**src/sv/bfgr_pkg.sv**
```systemverilog
`default_nettype none
package bfgr_pkg;

   // Sizes of the font stores
   localparam int MAX_GLYPH_WIDTH  = 16;
   localparam int MAX_GLYPH_HEIGHT = 16;
   localparam int ATLAS_ADDR_W     = 16;
   localparam int ATLAS_PIXELS     = 1 << ATLAS_ADDR_W;
   localparam int CELL_LIMIT       = (MAX_GLYPH_HEIGHT < 16) ? MAX_GLYPH_HEIGHT : 16;
   localparam int CMDQ_DEPTH       = 4;
   localparam int CMDQ_AW          = 2;

   // Operation codes
   localparam logic [1:0] OP_LOAD_WIDTH = 2'd0;
   localparam logic [1:0] OP_LOAD_ATLAS = 2'd1;
   localparam logic [1:0] OP_SET_POS    = 2'd2;
   localparam logic [1:0] OP_DRAW       = 2'd3;

   // Control characters and constants
   localparam logic [7:0]  CODE_TAB     = 8'd9;
   localparam logic [7:0]  CODE_NEWLINE = 8'd10;
   localparam logic [15:0] INK_VALUE    = 16'hFFFF;
   localparam logic [15:0] TAB_STEP     = 16'd32;

   // Register indexes
   localparam logic [2:0] CSR_FIRST_CHAR  = 3'd0;
   localparam logic [2:0] CSR_CELL_WIDTH  = 3'd1;
   localparam logic [2:0] CSR_CELL_HEIGHT = 3'd2;
   localparam logic [2:0] CSR_ATLAS_WIDTH = 3'd3;
   localparam logic [2:0] CSR_TEXT_COLOR  = 3'd4;

   typedef struct packed {
      logic [1:0]  operation;
      logic [7:0]  char_code;
      logic [7:0]  glyph_width_value;
      logic [15:0] atlas_address;
      logic [15:0] atlas_pixel;
      logic [15:0] position_x;
      logic [15:0] position_y;
   } req_type;

   typedef struct packed {
      logic [15:0] dest_x;
      logic [15:0] dest_y;
      logic [15:0] column_mask;
      logic [15:0] pixel_color;
      logic        last;
   } rsp_type;

   typedef struct packed {
      logic [7:0]  first_char;
      logic [4:0]  cell_width;
      logic [4:0]  cell_height;
      logic [8:0]  atlas_width;
      logic [15:0] text_color;
   } cfg_type;

   // Work handed from front to back: an atlas write or one glyph
   typedef struct packed {
      logic                    is_glyph;
      logic [ATLAS_ADDR_W-1:0] addr;
      logic                    ink;
      logic [15:0]             x;
      logic [15:0]             y;
      logic [4:0]              width;
      logic                    blank;
   } cmd_type;

   function automatic logic [4:0] eff_cell_width(input logic [4:0] v);
      if (v == 5'd0) return 5'd1;
      if (v > 5'd16) return 5'd16;
      return v;
   endfunction

   function automatic logic [4:0] eff_cell_height(input logic [4:0] v);
      if (v == 5'd0) return 5'd1;
      if (v > 5'(CELL_LIMIT)) return 5'(CELL_LIMIT);
      return v;
   endfunction

   function automatic logic [8:0] eff_atlas_width(input logic [8:0] v);
      if (v == 9'd0) return 9'd1;
      if (v > 9'd256) return 9'd256;
      return v;
   endfunction

endpackage
`default_nettype wire

```
**src/sv/bfgr_cmdq.sv**
```systemverilog
`default_nettype none
module bfgr_cmdq (
   input  wire logic              clock,
   input  wire logic              reset,
   input  wire logic              push,
   input  wire bfgr_pkg::cmd_type push_data,
   output logic                   full,
   input  wire logic              pop,
   output bfgr_pkg::cmd_type      pop_data,
   output logic                   empty
);

   bfgr_pkg::cmd_type            slot_ff [bfgr_pkg::CMDQ_DEPTH];
   logic [bfgr_pkg::CMDQ_AW-1:0] wr_ff;
   logic [bfgr_pkg::CMDQ_AW-1:0] rd_ff;
   logic [bfgr_pkg::CMDQ_AW:0]   cnt_ff;
   logic                         do_push;
   logic                         do_pop;

   always_comb begin
      full     = (cnt_ff == (bfgr_pkg::CMDQ_AW+1)'(bfgr_pkg::CMDQ_DEPTH));
      empty    = (cnt_ff == '0);
      do_push  = push && !full;
      do_pop   = pop && !empty;
      pop_data = slot_ff[rd_ff];
   end

   // Store entries
   always_ff @(posedge clock) begin
      if (do_push) slot_ff[wr_ff] <= push_data;
   end

   // Advance pointers
   always_ff @(posedge clock) begin
      if (reset) begin
         wr_ff  <= '0;
         rd_ff  <= '0;
         cnt_ff <= '0;
      end else begin
         if (do_push) wr_ff <= wr_ff + 1'b1;
         if (do_pop) rd_ff <= rd_ff + 1'b1;
         if (do_push && !do_pop) cnt_ff <= cnt_ff + 1'b1;
         else if (do_pop && !do_push) cnt_ff <= cnt_ff - 1'b1;
      end
   end

endmodule
`default_nettype wire

```
**config.mk**
```make
export PLATFORM = sky130hd
export DESIGN_NAME = bfgr_cmdq
export DESIGN_NICKNAME = d
export VERILOG_FILES = /design/src/sv/bfgr_pkg.sv /design/src/sv/bfgr_cmdq.sv
export SDC_FILE = /design/constraint.sdc
export NUM_CORES = 1
export LEC_CHECK = 0
export BUFFER_PORTS_ARGS = -buffer_cell sky130_fd_sc_hd__buf_2
export CORE_MARGIN = 2
export CORE_UTILIZATION = 37
export CTS_CLUSTER_SIZE = 8
export DETAILED_ROUTE_END_ITERATION = 7
export PLACE_DENSITY = 0.62
export SLEW_MARGIN = 5
export SYNTH_ARGS = -nofsm -noshare
export SYNTH_HDL_FRONTEND = slang
export SYNTH_SLANG_ARGS = --single-unit
```
**constraint.sdc**
```tcl
create_clock -name clock -period 5.75 [get_ports clock]
set_clock_uncertainty 0.05 [all_clocks]
set_input_delay 1.15 -clock clock [delete_from_list [all_inputs] [get_ports clock]]
set_output_delay 1.15 -clock clock [all_outputs]
set_load 0.05 [all_outputs]
```
---- Yosys cells after proc, flatten, opt, wreduce, memory -nomap -nowiden ----
Memory sizes are Yosys's and may differ from the RTL's. A register that Yosys moved wholly into a read port is not among the register bits.
Cells that the tools add are included.
word-level totals
  bits in registers ....................... 7
  memory bits (writable) .................. 224
  bits of input ports ..................... 60
  output and inout port bits .............. 58
  memories ................................ 1
cells by class
  $add $sub $neg .......................... 4
  equal/unequal tests ..................... 1
  mux-type cells .......................... 6
  reductions and logical operators ........ 10
memory list
  memory   depth  bits a word  read ports  clocked after Yosys merged registers in  wr ports  RTL line         RTL
  slot_ff  4      56           1           1                                        1         bfgr_cmdq.sv:13  bfgr_pkg::cmd_type slot_ff [bfgr_pkg::CMDQ_DEPTH];
operator list
  cell                                                                 count
  3-bit 2-to-1 mux                                                     2
  2-bit by 1-bit adder with 2-bit output (second input constant)       2
  1-bit logical AND                                                    4
  1-bit zero test                                                      4
  2-bit 2-to-1 mux                                                     2
  3-bit by 1-bit adder with 3-bit output (second input constant)       1
  3-bit == test (second input constant)                                1
  3-bit zero test                                                      1
  3-bit by 1-bit subtractor with 3-bit output (second input constant)  1
  1-bit 2-to-1 mux                                                     2
  2-bit nonzero test                                                   1

---- Logic depth before layout (Yosys ltp) ----
Gate-level depths: netlist of run 1.
  depth in word-level cells ............... 7
  gate-level depth with buffers ........... 8

---- Least setup slack after synthesis of run 1 ----
OpenSTA, ideal clock, no wires.
  path kind ............................... input-to-reg
  start point ............................. input port push
  end point ............................... memory slot_ff[0][0] (netlist bit) (enable)
  arrival ................................. 2.815 ns
  required time ........................... 5.280 ns
  path slack .............................. 2.465 ns
  stages .................................. 3
  cell sequence ........................... inv_1 > nor2_1 > and2_1
between the ends
  cells in the longest elaborated chain, start to end .. 3
ends and longest elaborated chain
  element                                 RTL line         RTL
  start, declared                         bfgr_cmdq.sv:5   input wire logic push,
  1-bit logical AND                       bfgr_cmdq.sv:23  do_push = push && !full;
  net do_push                             bfgr_cmdq.sv:17  logic do_push;
  1-bit 2-to-1 mux                        bfgr_cmdq.sv:30  if (do_push) slot_ff[wr_ff] <= push_data;
  1-bit 2-to-1 mux (not written as such)  bfgr_cmdq.sv:30
  end, declared                           bfgr_cmdq.sv:13
The timed path passes the listed nets, and every way through them passes these cells.

==> results of run 1 <==
placed cells by master, fill, tap and decap left out, types with 2 or more instances in the layout:
| cell type | netlist | routed |
|---|---|---|
| nor2_1 | 6 | 6 |
| nand2b_1 | 2 | 2 |
| o21ai_0 | 2 | 2 |
| diode_2 | 0 | 2 |
| ha_1 | 5 | 5 |
| edfxtp_1 | 224 | 224 |
| xor2_1 | 4 | 4 |
| dfxtp_4 | 0 | 2 |
| or3_1 | 2 | 2 |
| mux2i_1 | 2 | 2 |
| inv_1 | 4 | 4 |
| a21oi_1 | 2 | 2 |
| mux4_2 | 56 | 56 |
| dfxtp_1 | 9 | 7 |
| and2_4 | 0 | 4 |
| buf_2 | 5 | 117 |
| clkbuf_16 | 0 | 37 |
| clkbuf_1 | 2 | 13 |
cell type report:
class	count	share of cell area (%)
Sequential cell	233	66.47
Multi-Input combinational cell	90	14.76
Clock buffer	50	9.370
Timing Repair Buffer	118	5.701
Tap cell	285	3.428
Inverter	4	0.1443
Clock inverter	1	0.08420
Antenna cell	2	0.04811
path summary, 6_finish.rpt:
check / to / slack, ps / cells past startpoint
setup reg to reg: cnt_ff[2] / 3330 / 8
setup / recovery: pop_data[10] / 1870 / 3
hold reg to reg: wr_ff[1] / 480 / 2
hold / removal: wr_ff[1] / 480 / 2
kinds of logic (layout without fill, tap and decap cells):
group	count (synthesis)	after routing	share of synthesized area, %
other cells	0	2	0
compound gates	6	6	0.4230
flops	233	233	80.51
buf+inv	17	173	1.707
simple gates	16	16	1.050
mux	58	58	14.94
xor+xnor	4	4	0.4084
fa+ha+maj	6	6	0.9627
flip-flops by register name, indices dropped and copies added (netlist names), named ones only:
signal and count:
cnt_ff 3, rd_ff 2, slot_ff 224, wr_ff 2
power groups by stage:
stage	Sequential [mW]	Clock, mW	Combinational [mW]
CTS	2.22	1.86	1.49
global route	2.23	1.92	1.54
detailed placement	2.25	0	1.48
floorplan	2.12	0	1.32
finish	2.20	1.81	1.46
global placement	2.23	0	1.47
stage by stage:
step                hold slack (ps)  area [µm²]  instances
finish                        481.6       10400        783
global route                  502.6       10400        782
CTS                           482.4       10400        781
detailed placement            467.7        9414        730
global placement              440.6        9414        730
floorplan                     431.8        8578        340
worst max-delay path, stage by stage (launching register included):
cell	delay, ps
dfxtp_4	890
buf_4	490
mux4_2	580
buf_2	230
metal layers:
metal / track usage [%] / part of all wire, % / wire, µm
met5: 0 / 0 / 0
met4: 4.806 / 1.9 / 296
met3: 4.126 / 6.5 / 994
met2: 21.27 / 50 / 7677
met1: 16.20 / 42 / 6405
==> summary.md, run 1 <==
| Metric | Value |
|---|---|
| Hold_sp | `wr_ff[1]` |
| Die area | `between 20000 and 25000 µm²` |
| Starting Density | `37.77%` |
| Hold Crit Class | `flip-flop to flip-flop` |
| Clk_lat worst skew | `around 480 ps` |
| Die Y | `156.3 µm` |
| Pwr/cell area | `between 500 and 600 nW/µm²` |
| Worst r2r src | `cnt_ff[0]` |
| Post-synth ARST share | `0%` |
| Vias per cell | `4.982` |
| Syn avg cell area | `25.23 µm²` |
| Net count, final | `roughly 550` |
| Ys flop type | `edfxtp_1` |
| Maximum number of pins on one net before global-route repair | `57` |
| Most frequent cell after synthesis | `edfxtp_1` |
| H-tree Lvls | `2` |
| Gate power share | `a little over a quarter` |
| Register Area | `6914 µm²` |
| DR vias | `3901` |
| Fillers | `between 1500 and 2000` |
| Final hold vios | `0` |
| CTS Sinks | `233` |
| Initial antenna violation count | `2` |
| Total congestion overflow | `0` |
| CTS Buffer Depth | `3` |
| CTS Root Cell | `clkbuf_16` |
| Clk pin slew, worst setup/hold paths | `around 50 ps` |
| Worst Tran Pin Value | `904.2 ps` |
| Rel. slew slack | `around two fifths` |
| P_int | `3.677 mW` |
| Core area | `between 20000 and 25000 µm²` |
| I/O Buffers | `117` |
| Switch Pwr | `1.792 mW` |
| Post-synthesis register bit count | `around 230` |
| DP Wirelength | `between 8 and 9 mm` |
| Final worst slack | `about 1900 ps` |
| Post-place setup slack | `2259 ps` |
| Multi-input gate area | `approximately 1500 µm²` |
| Commonest cells in the netlist | `224 x edfxtp_1, 56 x mux4_2, 9 x dfxtp_1` |
| Area share of the largest cell type after synthesis | `roughly four fifths` |
| Overall Power | `5.470 mW` |
| Number of synthesized flops with an enable pin | `roughly 220` |
| Synth cell types | `23` |
| Endpoints failing setup | `0` |
| Syn Inst Count | `340` |
| CP Max Fanout | `38` |
| Critical path capture point type | `primary output` |
| Peak VDD IR | `0.0003027 V` |
| Area contributors post-synth | `edfxtp_1 78%, mux4_2 15%, dfxtp_1 2.1%, buf_12 0.93%, ha_1 0.73%` |
| Area leader, netlist | `edfxtp_1` |
| Period utilisation layout | `roughly two thirds` |
| MaxCap Viol Count | `0` |
| Post-layout min period | `3880 ps` |
| Final antenna-violating net count | `0` |
| Drt first-iter violations | `~190` |
| # rows | `55` |
| GRT Overall Usage | `about an eighth` |
| Mapped cell area | `8578 µm²` |
| Status | `complete, no violations` |
| Pins over their slew limit | `0` |
| Fraction of layout cells with a size suffix above 1 | `44.15%` |
| Syn Nets | `406` |
| Vias in the first global route | `between 4000 and 5000` |
| Critical Path RT | `~4600 ps` |
| Static leakage | `~3.5 nW` |
| Drt drc | `0` |
| CP arrival | `2680 ps` |
| Drt wl/cell | `around 20 µm` |
| Clk pwr share | `around 33%` |
| Synth warn | `0` |
| RSZ-0062 raised after global routing | `false` |
| Sequential area share after synthesis | `roughly four fifths` |
| F_max | `about 260 MHz` |
| First-pass GRT wire length | `between 20 and 25 mm` |
| Post-CTS resize count | `0` |
| Crit Path Category | `flip-flop to primary output` |
| Setup TNS | `0 ps` |
| Synth-to-Final Area Change | `21.27%` |
| IO Count | `118` |
| GP Congestion | `~0.64` |
| Switching share of power | `between 30 and 40%` |
| Sequential share of power | `around 40%` |
| DRT Pass-1 Iters | `4` |
| CTS tree | `done` |
| Final core occ | `approximately 46%` |
| CTS buffer count | `35` |
| Die W | `156.3 µm` |
| Post-CTS Setup Inserts | `0` |
| Routed WL | `around 15 mm` |
| Startpoint types | `flip-flop` |
| Cts hold-fix bufs | `0` |
Power figures use the tool's default switching activity.
==> run 2: changes to the inputs <==
--- a/config.mk
+++ b/config.mk
@@ -10,7 +10,7 @@
 export CORE_UTILIZATION = 37
 export CTS_CLUSTER_SIZE = 8
 export DETAILED_ROUTE_END_ITERATION = 7
-export PLACE_DENSITY = 0.62
+export PLACE_DENSITY = 0.65
 export SLEW_MARGIN = 5
 export SYNTH_ARGS = -nofsm -noshare
 export SYNTH_HDL_FRONTEND = slang
==> constraint.sdc (replaced) <==
create_clock -name clock -period 3.2 [get_ports clock]
set_clock_uncertainty 0.05 [all_clocks]
set_input_delay 0.64 -clock clock [delete_from_list [all_inputs] [get_ports clock]]
set_output_delay 0.64 -clock clock [all_outputs]
set_load 0.05 [all_outputs]
==> run 2 against run 1 <==
Sequential cell count did not move. Clock-buffer cell count decreased by 5. Worst hold slack got worse by 160 ps. Critical path type unchanged.
==> summary.md, run 2 (synthesis results as in run 1) <==
| Metric | Value |
|---|---|
| Status | `complete, no violations` |
| Worst-case reg-to-reg path depth | `8` |
| Endpoints failing setup | `0` |
| Setup TNS | `0 ps` |
| Hold depth | `1` |
| Final hold vios | `0` |
| H-tree Lvls | `2` |
| DRT Pass-1 Iters | `4` |
| DP Wirelength | `slightly above 9 mm` |
| Fraction of layout cells with a size suffix above 1 | `around 45%` |
| Maximum number of pins on one net before global-route repair | `40` |
| Net count, final | `around 550` |
| Startpoint types | `flip-flop` |
| Post-place setup slack | `approximately 670 ps` |
| Worst path max stage delay | `just under 600 ps` |
| Drt drc | `0` |
| MaxCap Viol Count | `0` |
| Die W | `approximately 160 µm` |
| Largest Register | `slot_ff` |
| CTS tree | `done` |
| Total congestion overflow | `0` |
| Worst Tran Pin Value | `between 400 and 500 ps` |
| Crit Path Category | `flip-flop to primary output` |
| Vias per cell | `around 5` |
| GP Congestion | `about 0.65` |
| # rows | `55` |
| CP arrival | `approximately 2100 ps` |
| Placed Cells | `about 740` |
| Slowest CP cell | `mux4_2` |
| Synth-to-Final Area Change | `22.45%` |
| Rel. slew slack | `67.46%` |
| GRT Overall Usage | `about an eighth` |
| WP depth | `3` |
| Hold Crit Class | `input port to flip-flop` |
| First-pass GRT wire length | `approximately 24 mm` |
| Post-layout min period | `around 2800 ps` |
| IO Count | `between 100 and 150` |
| Crit path max-delay family | `buffers and inverters` |
| Most common cell after layout, fill and taps aside | `edfxtp_1` |
| CTS Root Cell | `clkbuf_16` |
| Vias in the first global route | `approximately 4300` |
| Largest regs | `slot_ff: 224 flops, cnt_ff: 3 flops` |
| Multi-input gate area | `roughly 1500 µm²` |
| Pwr/cell area | `~940 nW/µm²` |
| Clk pin slew, worst setup/hold paths | `50 ps` |
| Final Hold Slack | `about 320 ps` |
| Starting Density | `37.77%` |
| Core area | `22710 µm²` |
| Critical path capture point type | `primary output` |
| Clk_lat worst skew | `between 400 and 500 ps` |
| Pins over their slew limit | `0` |
| Number of flip-flops under the largest register name | `224` |
| I/O Buffers | `between 100 and 150` |
| Peak VDD IR | `just under 0.0005 V` |
| CTS buffer count | `35` |
| Static leakage | `approximately 3.6 nW` |
| Buffers plus inverters on the worst setup path | `2` |
| Cts hold-fix bufs | `0` |
| RSZ-0062 raised after global routing | `false` |
| CTS Buffer Depth | `3` |
| Layout Cells excl Fill | `785` |
| Drt wl/cell | `about 20 µm` |
| CTS Sinks | `233` |
| Drt first-iter violations | `roughly 200` |
| Fillers | `roughly 1900` |
| Most frequent cells in the layout | `224 x edfxtp_1, 117 x buf_2, 56 x mux4_2` |
| Register Area | `6914 µm²` |
| F_max | `about 360 MHz` |
| Critical Path RT | `2510 ps` |
| Post-CTS Setup Inserts | `0` |
| Routed WL | `between 15 and 20 mm` |
| Final core occ | `between 40% and 50%` |
| Period utilisation layout | `between 80 and 90%` |
| Crit-path cells | `buf_4 > mux4_2 > buf_2` |
| Final worst slack | `432.6 ps` |
| DR vias | `slightly below 4000` |
| Final antenna-violating net count | `0` |
| Die Y | `156.3 µm` |
| Initial antenna violation count | `2` |
| Post-CTS resize count | `0` |
| Die area | `approximately 24000 µm²` |
| CP Max Fanout | `23` |
[run 2: cell count changes in the layout (fill, tap and decap cells not counted)]
cell,before,now
buf_12,0,6
clkbuf_1,13,8
clkinv_1,0,1
clkinv_2,0,1
clkinv_4,1,0
[run 2: per-stage QoR]
stage	area [µm²]	total power, mW
after floorplan	8578	6.168
after global placement	9534	6.706
after detailed placement	9534	6.755
after CTS	10500	10.02
after global routing	10500	10.27
final	10500	9.855
[run 2: power breakdown]
group          switching (mW)  leakage [nW]  internal (mW)
registers               0.103          2.13           3.68
clock network            1.16         0.471           2.05
logic                    1.96         0.951          0.897
[run 2: layout make-up]
cell class                 instances  area share (%)
clock inverter                     2         0.08338
timing repair buffer             124           6.790
sequential                       233           65.83
tap                              285           3.395
antenna                            2         0.04765
multi-input combinational         90           14.62
inverter                           4          0.1429
clock buffer                      45           9.101
[run 2: worst paths after layout]
kind                            slack (ps)           from             end
worst min register to register         470       rd_ff[0]        rd_ff[0]
worst min-delay path                   320  push_data[35]  slot_ff[3][35]
worst max register to register         850      cnt_ff[0]       cnt_ff[2]
worst max-delay path                   430      flip-flop     pop_data[2]
[run 2: layer usage]
metal | vias to the layer above | global-route usage [%] | share of wire, %
li1 | 1737 | - | -
met1 | 2060 | 16.36 | 42
met3 | 34 | 4.265 | 6.1
met4 | 0 | 4.412 | 2.2
met2 | 109 | 22.36 | 50
met5 | - | 0 | 0
[run 2: worst register-to-register path: stages, from the launching register on]
cell	delay (ps)
dfxtp_1	470
nor3b_2	120
nor2_1	330
ha_1	270
inv_1	70
fa_1	370
xor2_1	160
or3_1	300
a21oi_1	140
