`src/sv/bfgr_pkg.sv`:
```
`default_nettype none
package bfgr_pkg;

   // Sizes of the font stores
   localparam int MAX_GLYPH_WIDTH  = 16;
   localparam int MAX_GLYPH_HEIGHT = 16;
   localparam int ATLAS_ADDR_W     = 16;
   localparam int ATLAS_PIXELS     = 1 << ATLAS_ADDR_W;
   localparam int CELL_LIMIT       = (MAX_GLYPH_HEIGHT < 16) ? MAX_GLYPH_HEIGHT : 16;
   localparam int CMDQ_DEPTH       = 4;
   localparam int CMDQ_AW          = 2;

   // Operation codes
   localparam logic [1:0] OP_LOAD_WIDTH = 2'd0;
   localparam logic [1:0] OP_LOAD_ATLAS = 2'd1;
   localparam logic [1:0] OP_SET_POS    = 2'd2;
   localparam logic [1:0] OP_DRAW       = 2'd3;

   // Control characters and constants
   localparam logic [7:0]  CODE_TAB     = 8'd9;
   localparam logic [7:0]  CODE_NEWLINE = 8'd10;
   localparam logic [15:0] INK_VALUE    = 16'hFFFF;
   localparam logic [15:0] TAB_STEP     = 16'd32;

   // Register indexes
   localparam logic [2:0] CSR_FIRST_CHAR  = 3'd0;
   localparam logic [2:0] CSR_CELL_WIDTH  = 3'd1;
   localparam logic [2:0] CSR_CELL_HEIGHT = 3'd2;
   localparam logic [2:0] CSR_ATLAS_WIDTH = 3'd3;
   localparam logic [2:0] CSR_TEXT_COLOR  = 3'd4;

   typedef struct packed {
      logic [1:0]  operation;
      logic [7:0]  char_code;
      logic [7:0]  glyph_width_value;
      logic [15:0] atlas_address;
      logic [15:0] atlas_pixel;
      logic [15:0] position_x;
      logic [15:0] position_y;
   } req_type;

   typedef struct packed {
      logic [15:0] dest_x;
      logic [15:0] dest_y;
      logic [15:0] column_mask;
      logic [15:0] pixel_color;
      logic        last;
   } rsp_type;

   typedef struct packed {
      logic [7:0]  first_char;
      logic [4:0]  cell_width;
      logic [4:0]  cell_height;
      logic [8:0]  atlas_width;
      logic [15:0] text_color;
   } cfg_type;

   // Work handed from front to back: an atlas write or one glyph
   typedef struct packed {
      logic                    is_glyph;
      logic [ATLAS_ADDR_W-1:0] addr;
      logic                    ink;
      logic [15:0]             x;
      logic [15:0]             y;
      logic [4:0]              width;
      logic                    blank;
   } cmd_type;

   function automatic logic [4:0] eff_cell_width(input logic [4:0] v);
      if (v == 5'd0) return 5'd1;
      if (v > 5'd16) return 5'd16;
      return v;
   endfunction

   function automatic logic [4:0] eff_cell_height(input logic [4:0] v);
      if (v == 5'd0) return 5'd1;
      if (v > 5'(CELL_LIMIT)) return 5'(CELL_LIMIT);
      return v;
   endfunction

   function automatic logic [8:0] eff_atlas_width(input logic [8:0] v);
      if (v == 9'd0) return 9'd1;
      if (v > 9'd256) return 9'd256;
      return v;
   endfunction

endpackage
`default_nettype wire

```
`src/sv/bfgr_div.sv`:
```
`default_nettype none
module bfgr_div (
   input  wire logic       clock,
   input  wire logic       reset,
   input  wire logic       start,
   input  wire logic [8:0] dividend,
   input  wire logic [8:0] divisor,
   output logic            done,
   output logic [8:0]      quot,
   output logic [8:0]      rem
);

   logic       busy_ff;
   logic       done_ff;
   logic [3:0] cnt_ff;
   logic [8:0] quot_ff;
   logic [8:0] rem_ff;
   logic [8:0] dsr_ff;
   logic [9:0] rem_sh;
   logic       fits;
   logic [8:0] rem_in;

   // One quotient bit per step
   always_comb begin
      rem_sh = {rem_ff, quot_ff[8]};
      fits   = rem_sh >= {1'b0, dsr_ff};
      rem_in = fits ? 9'(rem_sh - {1'b0, dsr_ff}) : rem_sh[8:0];
   end

   always_ff @(posedge clock) begin
      if (reset) begin
         busy_ff <= 1'b0;
         done_ff <= 1'b0;
         cnt_ff  <= 4'd0;
      end else begin
         done_ff <= 1'b0;
         if (start) begin
            busy_ff <= 1'b1;
            cnt_ff  <= 4'd0;
            quot_ff <= dividend;
            rem_ff  <= 9'd0;
            dsr_ff  <= divisor;
         end else if (busy_ff) begin
            quot_ff <= {quot_ff[7:0], fits};
            rem_ff  <= rem_in;
            cnt_ff  <= cnt_ff + 4'd1;
            if (cnt_ff == 4'd8) begin
               busy_ff <= 1'b0;
               done_ff <= 1'b1;
            end
         end
      end
   end

   assign done = done_ff;
   assign quot = quot_ff;
   assign rem  = rem_ff;

endmodule
`default_nettype wire

```
`src/sv/bfgr_front.sv`:
```
`default_nettype none
module bfgr_front (
   input  wire logic             clock,
   input  wire logic             reset,
   input  wire logic             req_push,
   output logic                  req_full,
   input  wire bfgr_pkg::req_type req_data,
   input  wire bfgr_pkg::cfg_type cfg,
   output logic                  q_push,
   output bfgr_pkg::cmd_type     q_data,
   input  wire logic             q_full
);

   typedef enum logic [2:0] {
      S_IDLE, S_WREAD, S_DIV_COLS, S_DIV_POS, S_MUL_A, S_MUL_B, S_PUSH
   } state_type;

   state_type         state_ff;
   bfgr_pkg::cmd_type cmd_ff;
   logic [15:0]       cur_x_ff;
   logic [15:0]       cur_y_ff;
   logic [15:0]       line_x_ff;
   logic [7:0]        pos_ff;
   logic [15:0]       bx_ff;
   logic [15:0]       by_ff;
   logic [4:0]        wmem [256];
   logic [4:0]        wdata_ff;

   logic        accept;
   logic [4:0]  cw;
   logic [4:0]  ch;
   logic [8:0]  aw;
   logic [4:0]  wsat;
   logic [15:0] tab_sum;
   logic        blank;
   logic        div_start;
   logic        div_done;
   logic [8:0]  div_quot;
   logic [8:0]  div_rem;
   logic [8:0]  cols;
   logic [8:0]  dividend;
   logic [8:0]  divisor;

   always_comb begin
      accept    = req_push && (state_ff == S_IDLE);
      cw        = bfgr_pkg::eff_cell_width(cfg.cell_width);
      ch        = bfgr_pkg::eff_cell_height(cfg.cell_height);
      aw        = bfgr_pkg::eff_atlas_width(cfg.atlas_width);
      wsat      = (req_data.glyph_width_value > 8'(bfgr_pkg::MAX_GLYPH_WIDTH)) ?
                  5'(bfgr_pkg::MAX_GLYPH_WIDTH) : req_data.glyph_width_value[4:0];
      tab_sum   = cur_x_ff + bfgr_pkg::TAB_STEP;
      blank     = cmd_ff.blank;
      cols      = (div_quot == 9'd0) ? 9'd1 : div_quot;
      div_start = ((state_ff == S_WREAD) && (wdata_ff != 5'd0) && !blank) ||
                  ((state_ff == S_DIV_COLS) && div_done);
      dividend  = (state_ff == S_WREAD) ? aw : {1'b0, pos_ff};
      divisor   = (state_ff == S_WREAD) ? {4'd0, cw} : cols;
   end

   bfgr_div u_div (
      .clock    (clock),
      .reset    (reset),
      .start    (div_start),
      .dividend (dividend),
      .divisor  (divisor),
      .done     (div_done),
      .quot     (div_quot),
      .rem      (div_rem)
   );

   // Width table: write on load, registered read
   always_ff @(posedge clock) begin
      if (accept && (req_data.operation == bfgr_pkg::OP_LOAD_WIDTH)) begin
         wmem[req_data.char_code] <= wsat;
      end
      wdata_ff <= wmem[req_data.char_code];
   end

   // Classify transactions, track cursor, build commands
   always_ff @(posedge clock) begin
      if (reset) begin
         state_ff  <= S_IDLE;
         cur_x_ff  <= 16'd0;
         cur_y_ff  <= 16'd0;
         line_x_ff <= 16'd0;
      end else begin
         unique case (state_ff)
            S_IDLE: begin
               if (accept) begin
                  cmd_ff.x     <= cur_x_ff;
                  cmd_ff.y     <= cur_y_ff;
                  cmd_ff.addr  <= req_data.atlas_address;
                  cmd_ff.ink   <= (req_data.atlas_pixel == bfgr_pkg::INK_VALUE);
                  cmd_ff.blank <= (req_data.char_code < cfg.first_char);
                  pos_ff       <= 8'(req_data.char_code - cfg.first_char);
                  unique case (req_data.operation)
                     bfgr_pkg::OP_LOAD_WIDTH: begin
                     end
                     bfgr_pkg::OP_LOAD_ATLAS: begin
                        cmd_ff.is_glyph <= 1'b0;
                        state_ff        <= S_PUSH;
                     end
                     bfgr_pkg::OP_SET_POS: begin
                        cur_x_ff  <= req_data.position_x;
                        line_x_ff <= req_data.position_x;
                        cur_y_ff  <= req_data.position_y;
                     end
                     bfgr_pkg::OP_DRAW: begin
                        if (req_data.char_code == bfgr_pkg::CODE_NEWLINE) begin
                           cur_x_ff <= line_x_ff;
                           cur_y_ff <= cur_y_ff + {11'd0, ch};
                        end else if (req_data.char_code == bfgr_pkg::CODE_TAB) begin
                           cur_x_ff <= {tab_sum[15:5], 5'd0};
                        end else begin
                           cmd_ff.is_glyph <= 1'b1;
                           state_ff        <= S_WREAD;
                        end
                     end
                     default: begin
                     end
                  endcase
               end
            end
            S_WREAD: begin
               cmd_ff.width <= wdata_ff;
               cmd_ff.addr  <= '0;
               if (wdata_ff == 5'd0) begin
                  state_ff <= S_IDLE;
               end else if (blank) begin
                  state_ff <= S_PUSH;
               end else begin
                  state_ff <= S_DIV_COLS;
               end
            end
            S_DIV_COLS: begin
               if (div_done) state_ff <= S_DIV_POS;
            end
            S_DIV_POS: begin
               if (div_done) state_ff <= S_MUL_A;
            end
            S_MUL_A: begin
               bx_ff    <= 16'(div_rem * cw);
               by_ff    <= 16'(div_quot * ch);
               state_ff <= S_MUL_B;
            end
            S_MUL_B: begin
               cmd_ff.addr <= 16'(bx_ff + 16'(by_ff * aw));
               state_ff    <= S_PUSH;
            end
            S_PUSH: begin
               if (!q_full) begin
                  if (cmd_ff.is_glyph) cur_x_ff <= cur_x_ff + {11'd0, cmd_ff.width};
                  state_ff <= S_IDLE;
               end
            end
            default: state_ff <= S_IDLE;
         endcase
      end
   end

   assign req_full = (state_ff != S_IDLE);
   assign q_push   = (state_ff == S_PUSH);
   assign q_data   = cmd_ff;

endmodule
`default_nettype wire

```
`config.mk`:
```
export PLATFORM = sky130hd
export DESIGN_NAME = bfgr_front
export DESIGN_NICKNAME = d
export VERILOG_FILES = /design/src/sv/bfgr_pkg.sv /design/src/sv/bfgr_div.sv /design/src/sv/bfgr_front.sv
export SDC_FILE = /design/constraint.sdc
export NUM_CORES = 2
export LEC_CHECK = 0
export BUFFER_PORTS_ARGS = -buffer_cell sky130_fd_sc_hd__buf_4
export CAP_MARGIN = 40
export CORE_UTILIZATION = 40
export DETAILED_ROUTE_END_ITERATION = 7
export GPL_ROUTABILITY_DRIVEN = 0
export SKIP_CTS_REPAIR_TIMING = 1
export SLEW_MARGIN = 20
export SYNTH_ARGS = -nofsm -noshare
export SYNTH_HDL_FRONTEND = slang
export SYNTH_SLANG_ARGS = --single-unit
```
`constraint.sdc`:
```
create_clock -name clock -period 5.2 [get_ports clock]
set_input_delay 0.26 -clock clock [delete_from_list [all_inputs] [get_ports clock]]
set_output_delay 0.26 -clock clock [all_outputs]
set_load 0.05 [all_outputs]
```
After elaboration in Yosys (flattened, before gate mapping)
Memories as Yosys holds them, arrays and structs flattened. A register that Yosys moved wholly into a read port is not among the register bits.
Cells that the tools add are included.
- flip-flop bits (word level): 176
- RAM bits: 1280
- memories kept: 1
- add/subtract/negate cells: 7
- $mul: 3
- order comparisons: 6
- equality and inequality tests: 26
- muxes and demuxes: 59
- bitwise logic cells: 2
- reduce and logical (&&, ||, !) cells: 35
- memory list (name ; depth ; width ; rd ports ; clocked after memory_dff ; wr ports ; line ; RTL):
    wmem ; 256 ; 5 ; 1 ; 1 ; 1 ; bfgr_front.sv:26 ; logic [4:0] wmem [256];
- operators by type and width (operator ; count):
    $mux W16 ; 6
    $pmux W16 S2 ; 3
    $mux W9 ; 9
    $mux W5 ; 11
    $mux W49 ; 1
    $pmux W16 S3 ; 1
    $add A16 B5 Y16 ; 2
    $mul A9 B5 Y14 ; 2
    $mux W3 ; 8
    $pmux W3 S7 ; 1
    $logic_not A9 Y1 ; 2
    $mux W1 ; 17
    $add A14 B16 Y16 ; 1
    $add A16 B6 Y16 const B ; 1
    $eq A16 B16 Y1 const B ; 1
    $eq A8 B4 Y1 const B ; 2
    $mul A14 B9 Y16 ; 1
    $logic_not A5 Y1 ; 3
    $reduce_and A6 Y1 ; 2
    $ge A10 B9 Y1 ; 1
    $gt A5 B5 Y1 const B ; 2
    $ne A2 B2 Y1 const B ; 5
    $eq A3 B3 Y1 const B ; 3
    $gt A9 B9 Y1 const B ; 1
    other kinds (31) ; 52

Longest topological paths before layout
- depth in word-level cells: 8
- gate-level depth with buffers: 24

By module
From an unflattened synthesis, not the netlist that was laid out.
- cell total of the unflattened synthesis: 3783
- area total of the unflattened synthesis: 64584.4 µm²
- modules (own cells, without submodules) (module ; instances ; cells each ; area each (µm²) ; seq. area each (µm²)):
    bfgr_front ; 1 ; 3630 ; 62789.0 ; 42320.6
    bfgr_div ; 1 ; 153 ; 1795.5 ; 930.9

Least setup slack after synthesis
No wires, ideal clock.
- path type: input-to-reg
- from: input cfg[20] (netlist name)
- to: register cmd_ff, in the netlist q_data[53], data pin
- arrival time: 5351 ps
- path slack: -407 ps
- cell stages on the path: 23
- cell sequence: nor4_1 > a21oi_1 > nor2_1 > clkbuf_1 > nand2_1 > fa_1 > inv_1 > fa_1 > inv_1 > fa_1 > inv_1 > fa_1 > inv_1 > fa_1 > inv_1 > ha_1 > or3_1 > o21bai_1 > a31oi_1 > a21oi_1 > a21oi_1 > xnor2_1 > a22o_1
- word-level cells in the longest chain between the ends: 8
- RTL lines (element ; line ; RTL):
    start, declared ; bfgr_front.sv:8 ; input wire bfgr_pkg::cfg_type cfg,
    $gt A9 B9 Y1 ; bfgr_pkg.sv:83 ; if (v > 9'd256) return 9'd256;
    $mux W1 (2 in a row) ; bfgr_pkg.sv:83 ;
    $mux W9 ; bfgr_pkg.sv:84 ; return v;
    $mux W9 (*) ; bfgr_pkg.sv:83 ;
    $mul A14 B9 Y16 (*) ; bfgr_front.sv:147 ; cmd_ff.addr <= 16'(bx_ff + 16'(by_ff * aw));
    $add A14 B16 Y16 (*) ; bfgr_front.sv:147 ;
    $pmux W16 S3 (*) ; bfgr_front.sv:87 ; unique case (state_ff)
    end, declared ; bfgr_front.sv:19 ; bfgr_pkg::cmd_type cmd_ff;
Mark *: on every way between the ends. The rest lies on a longest branch, timed or not. The select of a mux whose other input is x is not followed.
A chain may end at the register's enable or synchronous reset.

Worst setup path after layout
- from: register by_ff[2]
- to: register cmd_ff, in the netlist q_data[53], data pin
- word-level cells in the longest chain between the ends: 3
- RTL lines (element ; line ; RTL):
    start, declared ; bfgr_front.sv:25 ; logic [15:0] by_ff;
    start signal, assigned ; bfgr_front.sv:143 ; by_ff <= 16'(div_quot * ch);
    $mul A14 B9 Y16 ; bfgr_front.sv:147 ;
    $add A14 B16 Y16 ; bfgr_front.sv:147 ;
    $pmux W16 S3 ; bfgr_front.sv:87 ;
No other way between the ends.

==> impl_metrics.toml <==
[detailed_routing]
dr_total_vias = 35145
drc_errors = 0
first_pass_iters = 5
finalWirelength_um = 159200
dr.first_iter.drc_count = 3475
via_per_inst = 5.485
ant_nets = 0
wl_per_cell_um = 24.86

[place]
dp_cells = 6051
numPortBuffers = 170
dp_hpwl_um = 103000

[die]
die_w_um = 403.6
ioPinCount = 187
core_region_area_sq_um = 160400
start_util_pct = 40.22
num_rows = 147
die_y_um = 403.6
die_area_sq_um = 162900

[critical_path]
crit_buf_inv = 6
required_ps = 5720
end_kind = "register"
cp_max_fo = 5
cp_cell_sequence = "buf_4, and2_1, fa_1, inv_1, fa_1, inv_1, fa_1, fa_1, inv_1, fa_1, inv_1, ha_1, and2_1, o21ai_1, inv_1, a31oi_4, a21oi_1, a21oi_1, xnor2_1, a22o_1"
path_class = "register to register"
cpPeakStageDelay_ps = 540
arrival_ps = 5520
slowest_stage = "fa_1"
start_kind = "register"
crit_family = "adder cells"

[timing]
worst_pin_slew_ps = 892.9
hold_viol_final = 0
maxSlewViolCount = 0
finalClockSkew_ps = 62.80
fmax_mhz = 200.2
period_needed_ps = 4994
worst_hold_slack_ps = 5.726
slew_headroom_pct = 40.47
setup_viol = 0
timing.final.crit_share_pct = 96.04

[yosys]
synthArstFlopShare_pct = 0
syn_inst = 3783
yosysUniqueCellTypes = 69
synth_nets = 4141
ys.flop_type = "edfxtp_1"
syn_area_sq_um = 64500
ys_seq_area_share_pct = 67.06
syn_avg_cell_area_sq_um = 17.05
synth_edf_count = 1399
synth_warnings = 0
ys_ff_latch = 1461

[clock_network]
cts_root_buf = "clkbuf_16"
tritoncts = "yes"
htreeDepth = 4
clock-sinks = 1461
clk_latency_ps = 790
cts-buffers-inserted = 154
cts_buffer_depth = 3
path_clk_slew_ps = 60

[run_status]
status = "finished clean"

[finish]
multiInputGateArea_sq_um = 19730
utilization_pct = 46.56
diodes = 0
mostFrequentLayoutCell = "edfxtp_1"
syn_to_final_growth_pct = 15.76
final_layout_size_suffix_gt1_share_pct = 22.89
n_fill_cell = 13715
final_nets = 4476
layout_common_cells = "edfxtp_1, mux4_2, nor2_1"
regArea_sq_um = 43250
instances_no_fill = 6407

[grt]
antenna_found_initial = 3
grt_pass1_wl_um = 234000
grt_overflow = 0
track_usage_pct = 19.48
grt_max_degree = 147
grt_pass1_vias = 35153

[hold_path]
hp-class = "input port to register"

[flow_run]
cap_violations = 0

[power_and_ir_drop]
finalPower_mw = 28.95
pwr_density_cell_nw_per_um2 = 387.7
ir_drop_v = 0.0003199
power.leakage_nw = 26.95
## cells by family (layout without fill, tap and decap cells)
logic type      after synthesis  after routing  share of synthesized area, %
flops                      1461           1461                         67.06
simple gates                907            907                         6.293
mux                         416            416                         14.16
buf+inv                     392            856                         2.549
compound gates              313            313                         3.195
fa+ha+maj                   229            229                         5.862
xor+xnor                     65             65                        0.8826
## stage by stage
| step | setup slack (ps) | setup TNS, ps | cell area [sq um] |
|---|---|---|---|
| CTS | 66.76 | 0 | 73980 |
| global placement | -297.2 | -1290 | 68830 |
| detailed placement | -327.0 | -1526 | 68960 |
| finish | 206.1 | 0 | 74670 |
| global route | -9.528 | -9.528 | 74670 |
| floorplan | -5.573 | -9.204 | 64570 |
## metal layers
layer  vias up  GRT usage (%)  routed length, um
met5         -              0                 21
met4         4          5.357               3717
met3       222          4.827              12640
met2      1261          30.72              75900
met1     18371          26.92              66980
li1      15287              -                  -
## where the power goes
part / internal, mW / switching [mW] / total [mW]
Combinational: 2.01 / 2.71 / 4.72
Clock: 6.24 / 4.65 / 10.9
Sequential: 13.1 / 0.212 / 13.3
## registers in the layout (all words and copies together), names as in the netlist, 5 cells and up
register and count:
bx_ff 14, by_ff 14, cur_x_ff 16, cur_y_ff 16, line_x_ff 16, pos_ff 8
q_data 55, u_div.dsr_ff 9, u_div.quot 9, u_div.rem 9, wdata_ff 5, wmem 1280
## cell type report
| type | instances | area share [%] |
|---|---|---|
| clock buffer | 196 | 5.498 |
| multi-input combinational | 1930 | 26.42 |
| sequential | 1461 | 57.92 |
| clock inverter | 89 | 1.237 |
| timing repair buffer | 383 | 4.345 |
| inverter | 188 | 0.9551 |
| tap | 2160 | 3.619 |
## Yosys cell counts (4+ instances only)
library cell,number,share of area (%)
nand2_1,250,1.5
mux2i_1,16,0.25
mux4_2,397,14
inv_1,187,1.1
buf_2,39,0.30
nand4_1,18,0.17
ha_1,107,2.1
xor2_1,14,0.19
o21a_1,5,0.058
nand3_1,60,0.47
nor2b_1,36,0.35
fa_1,122,3.8
a211oi_1,24,0.28
o21bai_1,5,0.058
nand2b_1,15,0.15
buf_4,7,0.081
buf_6,13,0.23
o22ai_1,8,0.078
nor3_1,32,0.25
nor4_1,6,0.058
a221oi_1,5,0.068
o211ai_1,7,0.081
o21ai_0,44,0.34
a22oi_1,19,0.22
clkbuf_1,132,0.77
a31oi_1,15,0.15
o31ai_1,5,0.058
a21o_1,21,0.24
o221ai_1,4,0.054
a311oi_1,5,0.068
and3_1,12,0.12
or3_1,9,0.087
and2_1,95,0.92
edfxtp_1,1399,65
xnor2_1,51,0.69
buf_1,13,0.076
a22o_1,22,0.30
dfxtp_1,62,1.9
a21oi_1,94,0.73
a41oi_1,4,0.054
nor2_1,360,2.1
## final timing paths
path          startpoint         end  slack (ps)  cells past startpoint
max             by_ff[2]  q_data[53]         210                     20
min              cfg[29]    by_ff[0]           6                      2
max reg2reg     by_ff[2]  q_data[53]         210                     20
min reg2reg  cur_y_ff[8]  q_data[14]         420                      0
Power figures use the tool's default switching activity.
